<file path="src/hw/rtl/srti_pkg.sv">
// Package for the sorted range table intersect block.
// Holds the transfer structs, item kind and status codes and the table entry type.
// No dependencies; used by sorted_range_table_intersect_top.
`timescale 1ns / 1ps

package srti_pkg;

  // Default number of table entries.
  localparam int unsigned TABLE_DEPTH_DEF = 32;

  // Item kinds.
  localparam logic [1:0] KIND_CLEAR     = 2'd0;
  localparam logic [1:0] KIND_INSERT    = 2'd1;
  localparam logic [1:0] KIND_INTERSECT = 2'd2;

  // Result status codes.
  localparam logic [1:0] ST_OK   = 2'd0;
  localparam logic [1:0] ST_FULL = 2'd1;
  localparam logic [1:0] ST_NONE = 2'd2;

  typedef struct packed {
    logic [1:0]  kind;
    logic [31:0] range_begin;
    logic [31:0] range_length;
    logic        restart;
  } in_item_t;

  typedef struct packed {
    logic [1:0]  status;
    logic [31:0] common_begin;
    logic [31:0] common_length;
    logic        last;
  } out_item_t;

  typedef struct packed {
    logic [31:0] range_begin;
    logic [31:0] range_length;
  } entry_t;

  // A result held back until it is known whether it is the final one.
  typedef struct packed {
    logic [1:0]  status;
    logic [31:0] common_begin;
    logic [31:0] common_length;
  } pend_t;

endpackage

</file>
<file path="src/hw/rtl/sorted_range_table_intersect_top.sv">
// Sorted range table with streaming intersection: top level.
// Holds the sequencer, the single-port range table memory and the output register.
// Depends on srti_pkg.
`timescale 1ns / 1ps

// The block works on one item at a time and stalls its input while busy. All table
// accesses go through one memory with one read or write port a cycle and registered
// read data, and that port sets the timing. An insert into a table that is not full
// does a binary search, moves each entry behind the insertion point up by one and
// writes the new entry. An intersect walks the table from the cursor, and one result
// is handed over per walked entry with a common range. A result that waits on a
// stalled output holds the block. A full table returns status 1 and is left
// unchanged; kind 3 is accepted and dropped without a result. There is no clearing
// pass after reset: the entry count starts at zero.
module sorted_range_table_intersect_top #(
  parameter int unsigned TABLE_DEPTH = srti_pkg::TABLE_DEPTH_DEF
) (
  input  logic                clk_i,
  input  logic                rst_ni,
  input  logic                in_valid_i,
  output logic                in_stall_o,
  input  srti_pkg::in_item_t  in_item_i,
  output logic                out_valid_o,
  input  logic                out_stall_i,
  output srti_pkg::out_item_t out_item_o
);
  import srti_pkg::*;

  localparam int unsigned AW = (TABLE_DEPTH > 1) ? $clog2(TABLE_DEPTH) : 1;
  localparam int unsigned CW = $clog2(TABLE_DEPTH + 1);

  localparam logic [3:0] S_IDLE     = 4'd0;
  localparam logic [3:0] S_SRCH     = 4'd1;
  localparam logic [3:0] S_SRCH_CMP = 4'd2;
  localparam logic [3:0] S_SH_RD    = 4'd3;
  localparam logic [3:0] S_SH_WR    = 4'd4;
  localparam logic [3:0] S_INS_WR   = 4'd5;
  localparam logic [3:0] S_INT_RD   = 4'd6;
  localparam logic [3:0] S_INT_SUM  = 4'd7;
  localparam logic [3:0] S_INT_CMP  = 4'd8;
  localparam logic [3:0] S_FIN      = 4'd9;

  logic [3:0]    state_q;
  logic [CW-1:0] count_q;
  logic [CW-1:0] cursor_q;
  logic [CW-1:0] lo_q;
  logic [CW-1:0] hi_q;
  logic [CW-1:0] idx_q;
  logic [31:0]   qb_q;
  logic [31:0]   ql_q;
  logic [32:0]   qend_q;
  logic [32:0]   eend_q;
  logic [31:0]   cb_q;
  logic          pend_valid_q;
  pend_t         pend_q;
  logic          out_valid_q;
  out_item_t     out_q;

  entry_t        mem [TABLE_DEPTH];
  entry_t        rd_q;
  logic          rd_en;
  logic [AW-1:0] rd_addr;
  logic          wr_en;
  logic [AW-1:0] wr_addr;
  entry_t        wr_data;

  logic          accept;
  logic          out_free;
  logic          push_en;
  out_item_t     push_item;
  logic [CW-1:0] mid;
  logic [CW-1:0] idx_m1;
  logic [32:0]   ce;
  logic [31:0]   clen;
  logic          nonempty;
  logic          cmp_hold;

  assign accept   = in_valid_i && (state_q == S_IDLE);
  assign out_free = !out_valid_q || !out_stall_i;
  assign mid      = lo_q + ((hi_q - lo_q) >> 1);
  assign idx_m1   = idx_q - 1'b1;
  assign ce       = (eend_q < qend_q) ? eend_q : qend_q;
  assign nonempty = ({1'b0, cb_q} < ce);
  assign clen     = 32'(ce - {1'b0, cb_q});
  // A new common range can only be taken once the held one has somewhere to go.
  assign cmp_hold = nonempty && pend_valid_q && !out_free;

  always_comb begin
    rd_en     = 1'b0;
    rd_addr   = '0;
    wr_en     = 1'b0;
    wr_addr   = '0;
    wr_data   = rd_q;
    push_en   = 1'b0;
    push_item = '{status: pend_q.status, common_begin: pend_q.common_begin,
                  common_length: pend_q.common_length, last: 1'b0};
    unique case (state_q)
      S_SRCH: begin
        rd_en   = (lo_q < hi_q);
        rd_addr = mid[AW-1:0];
      end
      S_SH_RD: begin
        rd_en   = (idx_q > lo_q);
        rd_addr = idx_m1[AW-1:0];
      end
      S_SH_WR: begin
        wr_en   = 1'b1;
        wr_addr = idx_q[AW-1:0];
      end
      S_INS_WR: begin
        wr_en   = 1'b1;
        wr_addr = lo_q[AW-1:0];
        wr_data = '{range_begin: qb_q, range_length: ql_q};
      end
      S_INT_RD: begin
        rd_en   = (cursor_q < count_q);
        rd_addr = cursor_q[AW-1:0];
      end
      S_INT_CMP: begin
        push_en = nonempty && pend_valid_q && out_free;
      end
      S_FIN: begin
        push_en = out_free;
        if (pend_valid_q) begin
          push_item.last = 1'b1;
        end else begin
          push_item = '{status: ST_NONE, common_begin: '0, common_length: '0, last: 1'b1};
        end
      end
      default: begin
      end
    endcase
  end

  always_ff @(posedge clk_i) begin
    if (wr_en) begin
      mem[wr_addr] <= wr_data;
    end
    if (rd_en) begin
      rd_q <= mem[rd_addr];
    end
  end

  always_ff @(posedge clk_i or negedge rst_ni) begin
    if (!rst_ni) begin
      state_q      <= S_IDLE;
      count_q      <= '0;
      cursor_q     <= '0;
      lo_q         <= '0;
      hi_q         <= '0;
      idx_q        <= '0;
      qb_q         <= '0;
      ql_q         <= '0;
      qend_q       <= '0;
      eend_q       <= '0;
      cb_q         <= '0;
      pend_valid_q <= 1'b0;
      pend_q       <= '0;
      out_valid_q  <= 1'b0;
      out_q        <= '0;
    end else begin
      if (push_en) begin
        out_valid_q <= 1'b1;
        out_q       <= push_item;
      end else if (!out_stall_i) begin
        out_valid_q <= 1'b0;
      end

      unique case (state_q)
        S_IDLE: begin
          if (accept) begin
            qb_q   <= in_item_i.range_begin;
            ql_q   <= in_item_i.range_length;
            qend_q <= {1'b0, in_item_i.range_begin} + {1'b0, in_item_i.range_length};
            case (in_item_i.kind)
              KIND_CLEAR: begin
                count_q      <= '0;
                cursor_q     <= '0;
                pend_q       <= '{status: ST_OK, common_begin: '0, common_length: '0};
                pend_valid_q <= 1'b1;
                state_q      <= S_FIN;
              end
              KIND_INSERT: begin
                if (count_q >= CW'(TABLE_DEPTH)) begin
                  pend_q       <= '{status: ST_FULL, common_begin: '0, common_length: '0};
                  pend_valid_q <= 1'b1;
                  state_q      <= S_FIN;
                end else begin
                  lo_q    <= '0;
                  hi_q    <= count_q;
                  state_q <= S_SRCH;
                end
              end
              KIND_INTERSECT: begin
                if (in_item_i.restart) begin
                  cursor_q <= '0;
                end
                pend_valid_q <= 1'b0;
                state_q      <= S_INT_RD;
              end
              default: begin
              end
            endcase
          end
        end
        S_SRCH: begin
          if (lo_q < hi_q) begin
            state_q <= S_SRCH_CMP;
          end else begin
            idx_q   <= count_q;
            state_q <= S_SH_RD;
          end
        end
        S_SRCH_CMP: begin
          // Lower bound: equal begins land before the existing entries.
          if (rd_q.range_begin < qb_q) begin
            lo_q <= mid + 1'b1;
          end else begin
            hi_q <= mid;
          end
          state_q <= S_SRCH;
        end
        S_SH_RD: begin
          state_q <= (idx_q > lo_q) ? S_SH_WR : S_INS_WR;
        end
        S_SH_WR: begin
          idx_q   <= idx_m1;
          state_q <= S_SH_RD;
        end
        S_INS_WR: begin
          count_q      <= count_q + 1'b1;
          pend_q       <= '{status: ST_OK, common_begin: '0, common_length: '0};
          pend_valid_q <= 1'b1;
          state_q      <= S_FIN;
        end
        S_INT_RD: begin
          state_q <= (cursor_q < count_q) ? S_INT_SUM : S_FIN;
        end
        S_INT_SUM: begin
          eend_q  <= {1'b0, rd_q.range_begin} + {1'b0, rd_q.range_length};
          cb_q    <= (rd_q.range_begin > qb_q) ? rd_q.range_begin : qb_q;
          state_q <= S_INT_CMP;
        end
        S_INT_CMP: begin
          if (!cmp_hold) begin
            if (nonempty) begin
              pend_q       <= '{status: ST_OK, common_begin: cb_q,
                                common_length: clen};
              pend_valid_q <= 1'b1;
            end
            // Advance past an entry that ends no later than the query range.
            if (eend_q <= qend_q) begin
              cursor_q <= cursor_q + 1'b1;
            end
            state_q <= (eend_q < qend_q) ? S_INT_RD : S_FIN;
          end
        end
        S_FIN: begin
          if (out_free) begin
            pend_valid_q <= 1'b0;
            state_q      <= S_IDLE;
          end
        end
        default: begin
          state_q <= S_IDLE;
        end
      endcase
    end
  end

  assign in_stall_o  = (state_q != S_IDLE);
  assign out_valid_o = out_valid_q;
  assign out_item_o  = out_q;

endmodule

</file>
<file path="config.mk">
export PLATFORM = sky130hd
export DESIGN_NAME = sorted_range_table_intersect_top
export DESIGN_NICKNAME = d
export VERILOG_FILES = /design/src/hw/rtl/srti_pkg.sv /design/src/hw/rtl/sorted_range_table_intersect_top.sv
export SDC_FILE = /design/constraint.sdc
export NUM_CORES = 2
export LEC_CHECK = 0
export BUFFER_PORTS_ARGS = -buffer_cell sky130_fd_sc_hd__buf_2
export CORE_ASPECT_RATIO = 1.2
export CORE_MARGIN = 2
export CORE_UTILIZATION = 45
export DETAILED_ROUTE_END_ITERATION = 7
export HOLD_SLACK_MARGIN = 0.06
export SYNTH_ARGS = -nofsm -noshare
export SYNTH_HDL_FRONTEND = slang
export SYNTH_SLANG_ARGS = --single-unit
</file>
<file path="constraint.sdc">
create_clock -name clk_i -period 5.3 [get_ports clk_i]
set_clock_uncertainty 0.15 [all_clocks]
set_input_delay 0.53 -clock clk_i [delete_from_list [all_inputs] [get_ports clk_i]]
set_output_delay 0.53 -clock clk_i [all_outputs]
set_load 0.05 [all_outputs]
</file>
==> results summary <==
The via total after detailed routing came out at 72800. The post-place instance area is 113000 sq um. The first detailed-routing pass ran for 6 iterations. Counting along the longest clock path gives a buffer depth of 4.

The maximum number of pins on one net before global-route repair came out at 138. The post-synthesis net count is 8947. The filler cell count came out at 19400. The most used flip-flop cell after synthesis is sky130_fd_sc_hd__edfxtp_1. The number of standard cells in the layout, taps in and fillers out came out at 12300. The all-layer global routing usage is 0.263. The cell count after synthesis is 8652. Setup repair after global routing could not meet its margin everywhere. STA classifies the critical path endpoint as a flip-flop.

The final design instance area without fill is 121000 sq um. The layout net count is 9379. The minimum clock period after layout is 5.13 ns. The number of nets with antenna violations after detailed routing came out at 0. Across the run, the number of max-cap violations was 0.

The die span in y is 532 microns. The number of antenna violations at the first check in global routing came to 5. The first global-routing pass estimated 468000 microns of wire. Wire segments on met3 add up to 25000 microns in the final route.

The number of setup violations in the final report came out at 0. The HPWL after detailed placement is 189000 microns. The number of hold violations in the final report was 0. In this run, CTS created clock tree buffers numbering 235.

The worst hold path startpoint is in_item_i[0]. The number of buffers inserted by port buffering came out at 139. The starting density of the core came out at 0.453. In the routed layout, each cell is associated on average with a via count of 5.92.

Synthesis inferred 2442 register bits. The critical path arrival came out at 5.74 ns. The share of synthesized flip-flops with an asynchronous set or reset is 0.135.

The final wirelength came out at 319000 microns. The post-route clock period utilization is 0.968. Compared with the post-synthesis result, the final layout area differs by 16.0%. The critical path contains buffers and inverters numbering 4 combined. The sequential fraction of the synthesis area came out at 0.685. The start-to-end type of the worst setup path is flip-flop to flip-flop. The die width came out at 444 microns. The number of flops mapped to enable cells by yosys came out at 2112. The class of the tightest hold or removal check is primary input to flip-flop. The critical path goes through inv_1, ha_1, a21o_1, a221o_1, a221oi_2, nor2b_4, o21ai_4, buf_12, buf_4, mux2_2, ha_1, a2111oi_4, buf_4, a211o_1, nand3_2, a311o_1, a41o_1, o41a_1, a31oi_1, xnor2_1, a22o_1. The violation count after the first detailed-routing iteration came out at 8210. The worst-margin pin slew is 1.37 ns. The Yosys step of the flow raised 0 warnings. The full die area is 236000 sq um. The post-detailed-route DRC marker count came out at 0. The tree is rooted in a sky130_fd_sc_hd__clkbuf_16. The run finished with clean final reports. The delay contributed by the slowest stage of the critical path is 0.39 ns.

The highest fanout seen on the critical path came out at 11. The row count came out at 193. In this run the standard cell core region covers 231000 sq um. The clock tree from TritonCTS is yes. STA classifies the critical path startpoint as a flip-flop. Measured against its own limit, the worst slew margin works out to 0.0846. The number of max-slew violations in the final report is 0. Routed signal wires occupy layers up through met4. The clock reaches the later pin of the worst-skew pair after 0.91 ns. The count of boundary I/O pins came out at 140. The final estimated routing congestion in global placement came out at 0.897. Of the cells placed in the final design, the portion with a size suffix greater than 1 is 0.127. The area of the multi-input gates is 30700 sq um. For this design, the slowest cell found on the critical path is sky130_fd_sc_hd__a2111oi_4. The routed length on met2 came out at 149000 microns. The clock drives 2442 sinks. The critical path launch point is qend_q[18]$_DFFE_PN0P_. The post-synth design cell area came out at 105000 sq um.

The average instance area after synthesis is 12.1 sq um. The detailed-route wire length per cell came out at 25.9 microns. The total routed wire length on the met1 layer is 136000 microns. The overall overflow remaining after global route is 0. The required time at the endpoint of the critical path is 5.90 ns. The startpoint identified for the worst register-to-register timing path is qend_q[18]$_DFFE_PN0P_.

Static timing analysis puts the maximum clock frequency at 195 MHz. Grouping stages by cell kind, the critical path spends the most delay in compound AO/OA/AOI/OAI gates. The sequential cells in the finished layout cover a total of 71700 sq um. The distinct cell type count after synthesis is 77.

The H-tree was split into 4 levels. The via count of the first global-routing pass came out at 70000. For flop-to-flop paths, the worst setup slack is 0.17 ns.

After detailed placement, the design holds a cell count of 11800. The clock input transition at the sequential cells of the worst setup and hold paths came out at 0.06 ns.
[repair_timing]
item                                    4_1_cts  5_1_grt
gates resized for setup                       7       35
hold buffers                                 80        0
setup buffers                                 5        1
endpoints found under the hold margin       171        0
pin swaps                                     3       20
endpoints found under the setup margin      144      140
cloned                                        0        1
[flip-flops by register name (all words and copies together), names as in the netlist, 33 cells and up]
| name | flops |
|---|---|
| mem | 2048 |
| qend_q | 33 |
| eend_q | 33 |
| rd_q | 64 |
| out_item_o | 67 |
| pend_q | 65 |
[layer usage]
metal	GRT usage	up-vias
li1	-	32500
met1	0.378	36600
met2	0.422	3207
met3	0.0322	544
met4	0.0750	0
met5	0	-
[metrics by stage]
stage	worst slack, ns	util	hold WS, ns	TNS [ns]
floorplan	0.0642	-	0.0844	0
global placement	-0.384	0.489	0.304	-38.55
detailed placement	-0.478	0.489	0.307	-46.52
CTS	0.00337	0.525	0.204	0
global route	-0.0254	0.526	0.286	-0.105
finish	0.169	0.526	0.243	0
[cell type report]
class	instances	area share
flip-flops and latches	2442	0.590
multi-input cells	5487	0.253
repair buffers	734	0.0592
clock buffers	301	0.0524
well taps	3022	0.0311
clock inverters	124	0.00844
inverters	184	0.00569
diodes	1	0.0000206
[cell families (layout without fill, tap and decap cells)]
| kind of cell | Yosys count | after routing | share of synthesized area |
|---|---|---|---|
| and+or+nand+nor | 3900 | 3900 | 0.159 |
| adders and majority gates | 224 | 224 | 0.0271 |
| xor gates and xnor gates | 93 | 93 | 0.00778 |
| DFF | 2442 | 2442 | 0.685 |
| muxes | 128 | 128 | 0.0133 |
| buffers and inverters | 723 | 1343 | 0.0277 |
| other | 0 | 1 | 0 |
| AOI/OAI and AO/OA | 1142 | 1142 | 0.0799 |
[synth_stat cells, drive strengths merged (10+ instances only)]
cell / count / area (sq um)
inv: 184 / 691
nor2: 133 / 499
o21bai: 12 / 90.1
dfrtp: 330 / 8260
nor2b: 22 / 138
and2: 10 / 62.6
o21a: 23 / 173
clkbuf: 376 / 1410
o211ai: 13 / 97.6
nand2b: 32 / 200
edfxtp: 2112 / 63400
and3: 150 / 938
mux2: 91 / 1020
nor3: 35 / 190
a22o: 74 / 648
a311oi: 335 / 2930
xor2: 43 / 377
nand4: 20 / 125
nand2: 2432 / 9130
mux2i: 37 / 370
o21ai: 208 / 1040
nand3: 1035 / 5180
a31oi: 72 / 450
a21o: 115 / 863
ha: 219 / 2740
a211oi: 15 / 118
buf: 163 / 800
a21oi: 120 / 604
or3: 12 / 75.1
o31ai: 74 / 561
xnor2: 50 / 438
[path summary, 6_finish.rpt]
check                                                   to  depth (start not counted)
worst max-delay path                pend_q[30]$_DFFE_PN0P_                         21
worst min-delay path               cursor_q[1]$_DFFE_PN0P_                          8
worst max register to register      pend_q[30]$_DFFE_PN0P_                         21
worst min register to register  out_item_o[36]$_DFFE_PN0P_                          1
max in group asynchronous             cb_q[22]$_DFFE_PN0P_                          4
min in group asynchronous        out_item_o[6]$_DFFE_PN0P_                          3
[cells in the final DEF (no fill, tap or decap), types with 13 or more instances in the layout]
cell	synthesis	layout
sky130_fd_sc_hd__a22o_1	74	74
sky130_fd_sc_hd__nand2_1	2432	2432
sky130_fd_sc_hd__o21a_1	23	23
sky130_fd_sc_hd__buf_12	0	144
sky130_fd_sc_hd__nand3_1	1035	1032
sky130_fd_sc_hd__nor2b_1	22	20
sky130_fd_sc_hd__nor3_1	32	29
sky130_fd_sc_hd__clkinv_1	0	40
sky130_fd_sc_hd__clkbuf_16	0	243
sky130_fd_sc_hd__clkinv_2	0	48
sky130_fd_sc_hd__nand2b_1	32	32
sky130_fd_sc_hd__bufinv_16	0	15
sky130_fd_sc_hd__and3_1	150	150
sky130_fd_sc_hd__nor2_1	133	98
sky130_fd_sc_hd__nor2_4	0	35
sky130_fd_sc_hd__buf_4	8	371
sky130_fd_sc_hd__o31ai_1	73	67
sky130_fd_sc_hd__o21ai_0	201	194
sky130_fd_sc_hd__clkbuf_1	376	50
sky130_fd_sc_hd__a21o_1	115	113
sky130_fd_sc_hd__edfxtp_1	2112	2112
sky130_fd_sc_hd__dfrtp_1	330	330
sky130_fd_sc_hd__ha_1	219	216
sky130_fd_sc_hd__a31oi_1	72	72
sky130_fd_sc_hd__xnor2_1	50	50
sky130_fd_sc_hd__mux2_2	91	91
sky130_fd_sc_hd__o211ai_1	13	13
sky130_fd_sc_hd__nand4_1	20	20
sky130_fd_sc_hd__buf_2	126	138
sky130_fd_sc_hd__dlygate4sd3_1	0	79
sky130_fd_sc_hd__inv_1	184	184
sky130_fd_sc_hd__a21oi_1	119	114
sky130_fd_sc_hd__xor2_1	43	43
sky130_fd_sc_hd__a211oi_1	14	13
sky130_fd_sc_hd__a311oi_1	335	335
sky130_fd_sc_hd__mux2i_1	37	37
[tightest hold or removal path: stages]
cell and delay (ns):
sky130_fd_sc_hd__buf_2 0.10, sky130_fd_sc_hd__inv_1 0.05, sky130_fd_sc_hd__a211oi_1 0.10, sky130_fd_sc_hd__nor2_1 0.09, sky130_fd_sc_hd__a311oi_1 0.08, sky130_fd_sc_hd__o31ai_4 0.06
sky130_fd_sc_hd__buf_4 0.13, sky130_fd_sc_hd__o21ai_0 0.08
Power is not shown: default switching activity piles up to over one toggle a cycle in this logic, so the estimate is an artifact.
